[src/rtl/gcl_pkg.sv]
`default_nettype none
// ----------------------------------------------------------------------------
// gcl_pkg - G-code line tokenizer shared definitions
// Types, character codes and limits used by the tokenizer front, queue and back.
// ----------------------------------------------------------------------------
package gcl_pkg;

    localparam int LINE_MAX   = 64;
    localparam int WORD_MAX   = 10;
    localparam int POS_W      = $clog2(LINE_MAX + 1);
    localparam int SLOT_W     = $clog2(WORD_MAX + 1);
    localparam int FIFO_DEPTH = 4;
    localparam int FIFO_AW    = $clog2(FIFO_DEPTH);
    localparam int FIFO_CW    = $clog2(FIFO_DEPTH + 1);
    localparam logic [5:0] FRAC_MAX = 6'd63;

    localparam logic [7:0] CH_NUL   = 8'h00;
    localparam logic [7:0] CH_TAB   = 8'h09;
    localparam logic [7:0] CH_LF    = 8'h0A;
    localparam logic [7:0] CH_CR    = 8'h0D;
    localparam logic [7:0] CH_SP    = 8'h20;
    localparam logic [7:0] CH_PCT   = 8'h25;
    localparam logic [7:0] CH_LPAR  = 8'h28;
    localparam logic [7:0] CH_STAR  = 8'h2A;
    localparam logic [7:0] CH_PLUS  = 8'h2B;
    localparam logic [7:0] CH_MINUS = 8'h2D;
    localparam logic [7:0] CH_DOT   = 8'h2E;
    localparam logic [7:0] CH_SLASH = 8'h2F;
    localparam logic [7:0] CH_0     = 8'h30;
    localparam logic [7:0] CH_9     = 8'h39;
    localparam logic [7:0] CH_SEMI  = 8'h3B;
    localparam logic [7:0] CH_A     = 8'h41;
    localparam logic [7:0] CH_G     = 8'h47;
    localparam logic [7:0] CH_M     = 8'h4D;
    localparam logic [7:0] CH_N     = 8'h4E;
    localparam logic [7:0] CH_Z     = 8'h5A;

    typedef enum logic [1:0] {
        REC_WORD  = 2'd0,
        REC_DONE  = 2'd1,
        REC_EMPTY = 2'd2,
        REC_ERROR = 2'd3
    } rec_kind_t;

    typedef enum logic [2:0] {
        ERR_NONE         = 3'd0,
        ERR_SIGN         = 3'd1,
        ERR_DOT          = 3'd2,
        ERR_LETTER_FIRST = 3'd3,
        ERR_BAD_CHAR     = 3'd4,
        ERR_N_LATE       = 3'd5,
        ERR_SECOND_CMD   = 3'd6,
        ERR_TOO_MANY     = 3'd7
    } err_code_t;

    // One queue entry: an optional word record followed by an optional end record
    typedef struct packed {
        logic        word_valid;
        logic [6:0]  letter;
        logic [31:0] mantissa;
        logic [5:0]  frac;
        logic [3:0]  word_index;
        logic        end_valid;
        rec_kind_t   end_kind;
        logic [3:0]  end_index;
        logic [3:0]  end_count;
        logic        end_term;
        err_code_t   end_err;
    } entry_t;

endpackage
`default_nettype wire

[src/rtl/gcl_front.sv]
`default_nettype none
// ----------------------------------------------------------------------------
// gcl_front - character parser
// Holds the line state, classifies each character and builds one queue entry.
// ----------------------------------------------------------------------------
module gcl_front (
    input  wire logic          clk,
    input  wire logic          rst_n,
    input  wire logic          accept,
    input  wire logic [7:0]    char_code,
    output gcl_pkg::entry_t    entry,
    output logic               entry_valid
);
    import gcl_pkg::*;

    logic              at_line_start_reg, at_line_start_next;
    logic              have_sign_reg, have_sign_next;
    logic              have_dot_reg, have_dot_next;
    logic              in_number_reg, in_number_next;
    logic              is_negative_reg, is_negative_next;
    logic [SLOT_W-1:0] slot_reg, slot_next;
    logic [6:0]        letter_reg, letter_next;
    logic [31:0]       man_reg, man_next;
    logic [5:0]        frac_reg, frac_next;
    logic [POS_W-1:0]  pos_reg, pos_next;
    logic              discarding_reg, discarding_next;

    err_code_t         fail_code;
    logic              finish;
    logic              term;
    logic              new_line;
    logic              open_word;
    logic              emit_word;
    logic [31:0]       signed_man;
    logic [SLOT_W:0]   slot_inc;

    assign signed_man = is_negative_reg ? 32'(32'd0 - man_reg) : man_reg;
    assign slot_inc   = {1'b0, slot_reg} + 1'b1;

    always_comb
    begin
        at_line_start_next = at_line_start_reg;
        have_sign_next     = have_sign_reg;
        have_dot_next      = have_dot_reg;
        in_number_next     = in_number_reg;
        is_negative_next   = is_negative_reg;
        slot_next          = slot_reg;
        letter_next        = letter_reg;
        man_next           = man_reg;
        frac_next          = frac_reg;
        pos_next           = pos_reg;
        discarding_next    = discarding_reg;
        fail_code          = ERR_NONE;
        finish             = 1'b0;
        term               = 1'b0;
        new_line           = 1'b0;
        open_word          = 1'b0;
        emit_word          = 1'b0;

        if (discarding_reg)
        begin
            if (char_code == CH_NUL)
            begin
                discarding_next = 1'b0;
                new_line        = 1'b1;
            end
        end
        else if (pos_reg >= POS_W'(LINE_MAX))
        begin
            finish          = 1'b1;
            discarding_next = (char_code != CH_NUL);
            new_line        = 1'b1;
        end
        else
        begin
            pos_next = pos_reg + 1'b1;
            case (char_code) inside
                CH_NUL:
                begin
                    finish   = 1'b1;
                    new_line = 1'b1;
                end
                CH_SP, CH_TAB:
                begin
                end
                CH_CR, CH_LF, CH_SEMI, CH_STAR, CH_LPAR, CH_PCT, CH_SLASH:
                begin
                    finish          = 1'b1;
                    term            = 1'b1;
                    discarding_next = 1'b1;
                    new_line        = 1'b1;
                end
                CH_N:
                begin
                    if (!at_line_start_reg)
                        fail_code = ERR_N_LATE;
                end
                CH_G, CH_M:
                begin
                    if (!at_line_start_reg)
                        fail_code = ERR_SECOND_CMD;
                    else
                    begin
                        at_line_start_next = 1'b0;
                        slot_next          = '0;
                        open_word          = 1'b1;
                    end
                end
                CH_PLUS, CH_MINUS:
                begin
                    if (at_line_start_reg || have_sign_reg || in_number_reg)
                        fail_code = ERR_SIGN;
                    else
                    begin
                        have_sign_next   = 1'b1;
                        is_negative_next = (char_code == CH_MINUS);
                        in_number_next   = 1'b1;
                    end
                end
                CH_DOT:
                begin
                    if (at_line_start_reg || have_dot_reg)
                        fail_code = ERR_DOT;
                    else
                    begin
                        have_sign_next = 1'b1;
                        have_dot_next  = 1'b1;
                        in_number_next = 1'b1;
                    end
                end
                [CH_0:CH_9]:
                begin
                    if (!at_line_start_reg)
                    begin
                        have_sign_next = 1'b1;
                        in_number_next = 1'b1;
                        man_next = (man_reg << 3) + (man_reg << 1)
                                 + {28'd0, char_code[3:0]};
                        if (have_dot_reg && frac_reg < FRAC_MAX)
                            frac_next = frac_reg + 1'b1;
                    end
                end
                [CH_A:CH_Z]:
                begin
                    if (at_line_start_reg)
                        fail_code = ERR_LETTER_FIRST;
                    else if (slot_inc >= (SLOT_W + 1)'(WORD_MAX))
                        fail_code = ERR_TOO_MANY;
                    else
                    begin
                        emit_word = 1'b1;
                        slot_next = slot_inc[SLOT_W-1:0];
                        open_word = 1'b1;
                    end
                end
                default:
                    fail_code = ERR_BAD_CHAR;
            endcase
        end

        if (open_word)
        begin
            letter_next      = char_code[6:0];
            man_next         = '0;
            frac_next        = '0;
            have_sign_next   = 1'b0;
            have_dot_next    = 1'b0;
            in_number_next   = 1'b0;
            is_negative_next = 1'b0;
        end

        if (fail_code != ERR_NONE)
        begin
            discarding_next = 1'b1;
            new_line        = 1'b1;
        end

        if (new_line)
        begin
            at_line_start_next = 1'b1;
            have_sign_next     = 1'b0;
            have_dot_next      = 1'b0;
            in_number_next     = 1'b0;
            is_negative_next   = 1'b0;
            slot_next          = '0;
            letter_next        = '0;
            man_next           = '0;
            frac_next          = '0;
            pos_next           = '0;
        end
    end

    always_comb
    begin
        entry            = '0;
        entry.letter     = letter_reg;
        entry.mantissa   = signed_man;
        entry.frac       = frac_reg;
        entry.word_index = 4'(slot_reg);
        entry.end_kind   = REC_DONE;
        entry.end_err    = ERR_NONE;
        entry_valid      = 1'b0;
        if (fail_code != ERR_NONE)
        begin
            entry.end_valid = 1'b1;
            entry.end_kind  = REC_ERROR;
            entry.end_index = 4'(slot_reg);
            entry.end_err   = fail_code;
            entry_valid     = 1'b1;
        end
        else if (finish)
        begin
            entry.end_valid = 1'b1;
            entry.end_term  = term;
            entry_valid     = 1'b1;
            if (at_line_start_reg)
                entry.end_kind = REC_EMPTY;
            else
            begin
                entry.word_valid = 1'b1;
                entry.end_count  = 4'(slot_inc);
            end
        end
        else if (emit_word)
        begin
            entry.word_valid = 1'b1;
            entry_valid      = 1'b1;
        end
    end

    always_ff @(posedge clk or negedge rst_n)
    begin
        if (!rst_n)
        begin
            at_line_start_reg <= 1'b1;
            have_sign_reg     <= 1'b0;
            have_dot_reg      <= 1'b0;
            in_number_reg     <= 1'b0;
            is_negative_reg   <= 1'b0;
            slot_reg          <= '0;
            letter_reg        <= '0;
            man_reg           <= '0;
            frac_reg          <= '0;
            pos_reg           <= '0;
            discarding_reg    <= 1'b0;
        end
        else if (accept)
        begin
            at_line_start_reg <= at_line_start_next;
            have_sign_reg     <= have_sign_next;
            have_dot_reg      <= have_dot_next;
            in_number_reg     <= in_number_next;
            is_negative_reg   <= is_negative_next;
            slot_reg          <= slot_next;
            letter_reg        <= letter_next;
            man_reg           <= man_next;
            frac_reg          <= frac_next;
            pos_reg           <= pos_next;
            discarding_reg    <= discarding_next;
        end
    end

    a_discard_at_start: assert property (@(posedge clk) disable iff (!rst_n)
        discarding_reg |-> at_line_start_reg && pos_reg == '0)
        else $error("discarding outside a cleared line");

    a_pos_limit: assert property (@(posedge clk) disable iff (!rst_n)
        pos_reg <= POS_W'(LINE_MAX))
        else $error("character position past line limit");

    a_slot_limit: assert property (@(posedge clk) disable iff (!rst_n)
        {1'b0, slot_reg} < (SLOT_W + 1)'(WORD_MAX))
        else $error("word slot past limit");

endmodule
`default_nettype wire

[src/rtl/gcl_fifo.sv]
`default_nettype none
// ----------------------------------------------------------------------------
// gcl_fifo - entry queue
// Short queue between the parser and the record sequencer.
// ----------------------------------------------------------------------------
module gcl_fifo (
    input  wire logic          clk,
    input  wire logic          rst_n,
    input  wire logic          wr_en,
    input  wire gcl_pkg::entry_t wr_data,
    output logic               fifo_full,
    input  wire logic          rd_en,
    output gcl_pkg::entry_t    rd_data,
    output logic               fifo_empty
);
    import gcl_pkg::*;

    entry_t             mem [FIFO_DEPTH];
    logic [FIFO_AW-1:0] wr_ptr_reg;
    logic [FIFO_AW-1:0] rd_ptr_reg;
    logic [FIFO_CW-1:0] count_reg;

    assign fifo_full  = (count_reg == FIFO_CW'(FIFO_DEPTH));
    assign fifo_empty = (count_reg == '0);
    assign rd_data    = mem[rd_ptr_reg];

    always_ff @(posedge clk)
    begin
        if (wr_en)
            mem[wr_ptr_reg] <= wr_data;
    end

    always_ff @(posedge clk or negedge rst_n)
    begin
        if (!rst_n)
        begin
            wr_ptr_reg <= '0;
            rd_ptr_reg <= '0;
            count_reg  <= '0;
        end
        else
        begin
            if (wr_en)
                wr_ptr_reg <= wr_ptr_reg + 1'b1;
            if (rd_en)
                rd_ptr_reg <= rd_ptr_reg + 1'b1;
            if (wr_en && !rd_en)
                count_reg <= count_reg + 1'b1;
            else if (rd_en && !wr_en)
                count_reg <= count_reg - 1'b1;
        end
    end

    a_no_overflow: assert property (@(posedge clk) disable iff (!rst_n)
        wr_en |-> !fifo_full)
        else $error("write into full queue");

    a_no_underflow: assert property (@(posedge clk) disable iff (!rst_n)
        rd_en |-> !fifo_empty)
        else $error("read from empty queue");

    a_count_range: assert property (@(posedge clk) disable iff (!rst_n)
        count_reg <= FIFO_CW'(FIFO_DEPTH))
        else $error("queue count out of range");

endmodule
`default_nettype wire

[src/rtl/gcl_back.sv]
`default_nettype none
// ----------------------------------------------------------------------------
// gcl_back - record sequencer
// Holds one entry and hands out its word and end records one per transfer.
// ----------------------------------------------------------------------------
module gcl_back (
    input  wire logic          clk,
    input  wire logic          rst_n,
    input  wire gcl_pkg::entry_t q_data,
    input  wire logic          q_empty,
    output logic               q_rd,
    input  wire logic          pop,
    output logic               empty,
    output logic [1:0]         rec_kind,
    output logic [6:0]         word_letter,
    output logic signed [31:0] mantissa,
    output logic [5:0]         frac_digits,
    output logic [3:0]         word_index,
    output logic [3:0]         word_count,
    output logic               by_terminator,
    output logic [2:0]         error_code,
    output logic               last
);
    import gcl_pkg::*;

    entry_t cur_reg;
    logic   cur_valid_reg;
    logic   word_done_reg;
    logic   show_word;
    logic   out_take;
    logic   finishing;

    assign show_word = cur_reg.word_valid && !word_done_reg;
    assign out_take  = pop && cur_valid_reg;
    assign finishing = !(show_word && cur_reg.end_valid);
    assign q_rd      = !q_empty && (!cur_valid_reg || (out_take && finishing));
    assign empty     = !cur_valid_reg;

    always_comb
    begin
        if (show_word)
        begin
            rec_kind      = REC_WORD;
            word_letter   = cur_reg.letter;
            mantissa      = cur_reg.mantissa;
            frac_digits   = cur_reg.frac;
            word_index    = cur_reg.word_index;
            word_count    = '0;
            by_terminator = 1'b0;
            error_code    = ERR_NONE;
            last          = !cur_reg.end_valid;
        end
        else
        begin
            rec_kind      = cur_reg.end_kind;
            word_letter   = '0;
            mantissa      = '0;
            frac_digits   = '0;
            word_index    = cur_reg.end_index;
            word_count    = cur_reg.end_count;
            by_terminator = cur_reg.end_term;
            error_code    = cur_reg.end_err;
            last          = 1'b1;
        end
    end

    always_ff @(posedge clk)
    begin
        if (q_rd)
            cur_reg <= q_data;
    end

    always_ff @(posedge clk or negedge rst_n)
    begin
        if (!rst_n)
        begin
            cur_valid_reg <= 1'b0;
            word_done_reg <= 1'b0;
        end
        else if (q_rd)
        begin
            cur_valid_reg <= 1'b1;
            word_done_reg <= 1'b0;
        end
        else if (out_take)
        begin
            if (finishing)
                cur_valid_reg <= 1'b0;
            else
                word_done_reg <= 1'b1;
        end
    end

    a_has_record: assert property (@(posedge clk) disable iff (!rst_n)
        cur_valid_reg |-> cur_reg.word_valid || cur_reg.end_valid)
        else $error("held entry carries no record");

    a_word_done_end: assert property (@(posedge clk) disable iff (!rst_n)
        cur_valid_reg && word_done_reg |-> cur_reg.end_valid)
        else $error("word sent but no end record pending");

    a_hold_on_stall: assert property (@(posedge clk) disable iff (!rst_n)
        cur_valid_reg && !pop |=> cur_valid_reg && $stable(word_done_reg))
        else $error("record dropped while stalled");

endmodule
`default_nettype wire

[src/rtl/gcode_line_tokenizer.sv]
`default_nettype none
// ----------------------------------------------------------------------------
// gcode_line_tokenizer - G-code line tokenizer
// Splits a stream of ASCII characters into word, line-done, empty-line and
// syntax-error records.
//
// Input channel: drive char_code with push high; the character transfers on a
// rising edge where full is low. One character can transfer every cycle while full is low.
// Output channel: while empty is low the oldest record is on the result ports;
// it transfers on a rising edge where pop is high. last marks the final record
// caused by one character.
// With the output side idle, a record becomes visible once the parser has
// written it into the queue at the transfer edge and the queue has loaded it
// into the output holding register.
// Throughput: one character per cycle while full is low; one record per cycle
// leaves while pop is high, so the extra record of a character that yields two
// records (word plus line done) is absorbed by the four-entry queue.
// A stalled receiver fills the queue, then full rises and input stops.
// Reset clears the line state, the queue and the output register's valid flag;
// no record is pending afterwards.
// ----------------------------------------------------------------------------
module gcode_line_tokenizer (
    input  wire logic          clk,
    input  wire logic          rst_n,
    input  wire logic          push,
    output logic               full,
    input  wire logic [7:0]    char_code,
    output logic               empty,
    input  wire logic          pop,
    output logic [1:0]         rec_kind,
    output logic [6:0]         word_letter,
    output logic signed [31:0] mantissa,
    output logic [5:0]         frac_digits,
    output logic [3:0]         word_index,
    output logic [3:0]         word_count,
    output logic               by_terminator,
    output logic [2:0]         error_code,
    output logic               last
);
    import gcl_pkg::*;

    entry_t front_entry;
    logic   front_valid;
    logic   accept;
    logic   q_full;
    logic   q_empty;
    logic   q_rd;
    entry_t q_data;

    assign full   = q_full;
    assign accept = push && !q_full;

    gcl_front u_front (
        .clk         (clk),
        .rst_n       (rst_n),
        .accept      (accept),
        .char_code   (char_code),
        .entry       (front_entry),
        .entry_valid (front_valid)
    );

    gcl_fifo u_fifo (
        .clk        (clk),
        .rst_n      (rst_n),
        .wr_en      (accept && front_valid),
        .wr_data    (front_entry),
        .fifo_full  (q_full),
        .rd_en      (q_rd),
        .rd_data    (q_data),
        .fifo_empty (q_empty)
    );

    gcl_back u_back (
        .clk           (clk),
        .rst_n         (rst_n),
        .q_data        (q_data),
        .q_empty       (q_empty),
        .q_rd          (q_rd),
        .pop           (pop),
        .empty         (empty),
        .rec_kind      (rec_kind),
        .word_letter   (word_letter),
        .mantissa      (mantissa),
        .frac_digits   (frac_digits),
        .word_index    (word_index),
        .word_count    (word_count),
        .by_terminator (by_terminator),
        .error_code    (error_code),
        .last          (last)
    );

endmodule
`default_nettype wire
[config.mk]
export PLATFORM = sky130hd
export DESIGN_NAME = gcode_line_tokenizer
export DESIGN_NICKNAME = d
export VERILOG_FILES = /design/src/rtl/gcl_pkg.sv /design/src/rtl/gcl_front.sv /design/src/rtl/gcl_fifo.sv /design/src/rtl/gcl_back.sv /design/src/rtl/gcode_line_tokenizer.sv
export SDC_FILE = /design/constraint.sdc
export NUM_CORES = 1
export LEC_CHECK = 0
export CAP_MARGIN = 0
export CORE_MARGIN = 5
export CORE_UTILIZATION = 35
export DETAILED_ROUTE_END_ITERATION = 16
export DONT_BUFFER_PORTS = 1
export GPL_TIMING_DRIVEN = 0
export MAX_ROUTING_LAYER = met4
export PLACE_DENSITY_LB_ADDON = 0.25
export SKIP_CTS_REPAIR_TIMING = 1
export SYNTH_ARGS = -nofsm -noshare
export SYNTH_HDL_FRONTEND = slang
export SYNTH_SLANG_ARGS = --single-unit
export TNS_END_PERCENT = 20
[constraint.sdc]
create_clock -name clk -period 4.9 [get_ports clk]
set_input_delay 0.49 -clock clk [delete_from_list [all_inputs] [get_ports clk]]
set_output_delay 0.49 -clock clk [all_outputs]
set_load 0.005 [all_outputs]
==> metrics <==
status finished clean; Clock Tree Buf Depth 3; synth warn 0; Post-synth EDFFs 325; largest net degree at the start of global routing 71; first-pass GRT wire length 61880 um; fin area between 20000 and 25000 sq um; clock-pin slew on the worst setup and hold paths around 0.060 ns; final net count 1300; routed len/inst 20.31 um; commonest non-fill, non-tap cells in the layout edfxtp_1 (325), nand2_1 (71), ha_1 (69), dfrtp_1 (69), mux4_2 (65); gpl congestion 0.8190; fillcell total 4653; largest fanout on the critical path 9; Die ar. about 56000 sq um; WP data arrival roughly 4.6 ns; Final Cycle Share ~86%; Core ar. 51200 sq um; P&R area growth vs syn 13.78%; Die H 237.0 um; area leader, netlist edfxtp_1; Max Cap Viol 0; Crit Path Class reg -> reg; vias per cell just over 5; clock insertion delay at the later pin of the skew report 0.54 ns; DR iter-0 viols 722; Setup Skew 0.01918 ns; Synth Area per Inst around 15 sq um; Final Slew Violations 0; PnR Total Power 9.741 mW; initial antenna violation count 0; LEAKAGE 7.454 nW; actual slew at the worst max-slew pin 1.121 ns; minimum clock period 4.223 ns; Post-Place Cell Area 19060 sq um; ys flop type edfxtp_1; Mapped Cells 1165; FF+latch count, synth around 400; total area of sequential cells 11510 sq um; routed via count between 9000 and 10000; root buffer cell clkbuf_16; Worst slew margin 25.26%; setup repair after global routing missed its margin no; layout cells sized above 1 16.01%; Worst Hold Slack 0.1278 ns; Die Width 237.0 um; H-tree Lvls 2; hold crit path type in -> reg; pwr dens ~470 nW/um^2; Cell Count, Final, Fillers Out 1929; crit end category flip-flop; Yosys cell types 92; setup TNS 0 ns; CTS Buf Count 41; # setup viols final 0; initial cell density of the core 35.23%; vias in the first global route around 10000; register area share after synthesis a little under two thirds; area of the multi-input gates 6226 sq um; Peak VDD IR between 200 and 250 uV; top achievable clock speed between 200 and 250 MHz; Hold Fails Final Rpt 0; Routed WL 39190 um; Netlist Area Pre-Place approximately 18000 sq um; DP Wirelength about 27000 um; most common cell after layout, fill and taps aside edfxtp_1; ys async rst share 17.72%; Site Rows 83; Synth area leaders edfxtp_1 (54%), dfrtp_1 (9.6%), mux4_2 (8.1%), ha_1 (4.8%), xnor2_1 (2.6%); drt first pass iters 5; I/O pin cnt 74; Sink Count 395; DRT antenna net count 0; nature of the critical path startpoint flip-flop; Global Route Usage Sum between 10% and 20%; gr ovfl total 0; WP data required 5.32 ns; DRC violations left 0; placed insts 1851; Port-buffer cells 0; Net Count, Synth 1249; CTS tree built; max reg flops 260; antenna cell count 0; top-area cell type share of the netlist area 54.11%
==> critical path: stages, from the launching register on <==
cell and delay [ns]:
dfrtp_1 0.52, fa_1 0.46, ha_1 0.33, nor2b_1 0.16, o31ai_1 0.41, a31oi_1 0.29, a311oi_2 0.54, o211ai_1 0.22
o41ai_1 0.57, o21ai_0 0.22, xnor2_1 0.17, a22o_1 0.19
==> cells in the mapped netlist (4+ instances only) <==
cell and number:
xor2_1 20, nor3_1 16, buf_1 6, or4_1 6, mux2i_1 5, nor4_1 4, dfrtp_1 69, o31ai_1 14
nand2_1 71, and3_1 6, o211ai_1 6, a22o_1 26, and2_1 54, ha_1 69, nand4_1 8, a31oi_1 8
o21a_1 5, nor3b_1 6, nor2_1 33, or3_1 4, o21ai_0 31, mux4_2 65, nand3_1 23, inv_1 24
o21ai_2 4, mux2_2 6, buf_2 5, xnor2_1 53, a211oi_1 4, edfxtp_1 325, clkbuf_1 26, o41ai_1 5
nor2b_1 18, nand2b_1 6, a21o_1 16, a21oi_1 34
==> report_power, final <==
| part | total, mW | switching, mW | internal (mW) |
|---|---|---|---|
| Clock | 3.27 | 1.25 | 2.02 |
| Combinational | 2.07 | 1.24 | 0.829 |
| Sequential | 4.40 | 0.177 | 4.22 |
| Total | 9.74 | 2.67 | 7.07 |
==> worst paths after layout <==
check / from / endpoint / slack, ns / depth (start not counted)
worst max-delay path: u_front.man_reg[0] / u_front.man_reg[24] / 0.68 / 11
worst min-delay path: char_code[6] / u_front.letter_reg[6] / 0.13 / 2
worst max register to register: u_front.man_reg[0] / u_front.man_reg[24] / 0.68 / 11
worst min register to register: u_fifo.count_reg[2] / u_fifo.count_reg[2] / 0.51 / 1
max in group asynchronous: rst_n / u_front.at_line_start_reg / 3.99 / 2
min in group asynchronous: rst_n / u_front.man_reg[29] / 0.55 / 2
==> cells by family (layout without fill, tap and decap cells) <==
logic type               after synthesis  count (layout)  synth area share [%]
AND/OR/NAND/NOR                      289             289                 9.088
XOR/XNOR                              73              73                 3.545
flip-flops                           395             395                 63.83
multiplexers                          76              76                 8.769
buffers and inverters                 69             153                 1.769
adder cells (fa/ha/maj)               72              72                 5.120
AO/OA/AOI/OAI                        191             191                 7.881
==> routing by layer <==
metal	routed length, um	GRT usage (%)
met4	967	3.883
met3	2011	2.958
met5	0	-
met1	18070	19.59
met2	18140	22.18
==> per-stage QoR <==
stage	setup slack [ns]	utilization (%)
after floorplan	0.5734	-
after CTS	0.6573	40.01
after global routing	0.3489	40.08
after detailed placement	0.7088	37.22
final	0.6774	40.08
after global placement	-1.390	36.90
==> area by class of cell <==
| type | count | area share, % |
|---|---|---|
| plain buffers | 45 | 1.116 |
| clock buffers | 60 | 5.652 |
| clock inverters | 16 | 1.293 |
| inverters | 24 | 0.4390 |
| multi-input cells | 701 | 30.34 |
| flip-flops and latches | 395 | 56.10 |
| well taps | 680 | 4.146 |
| repair buffers | 8 | 0.9146 |
Power figures use the tool's default switching activity.
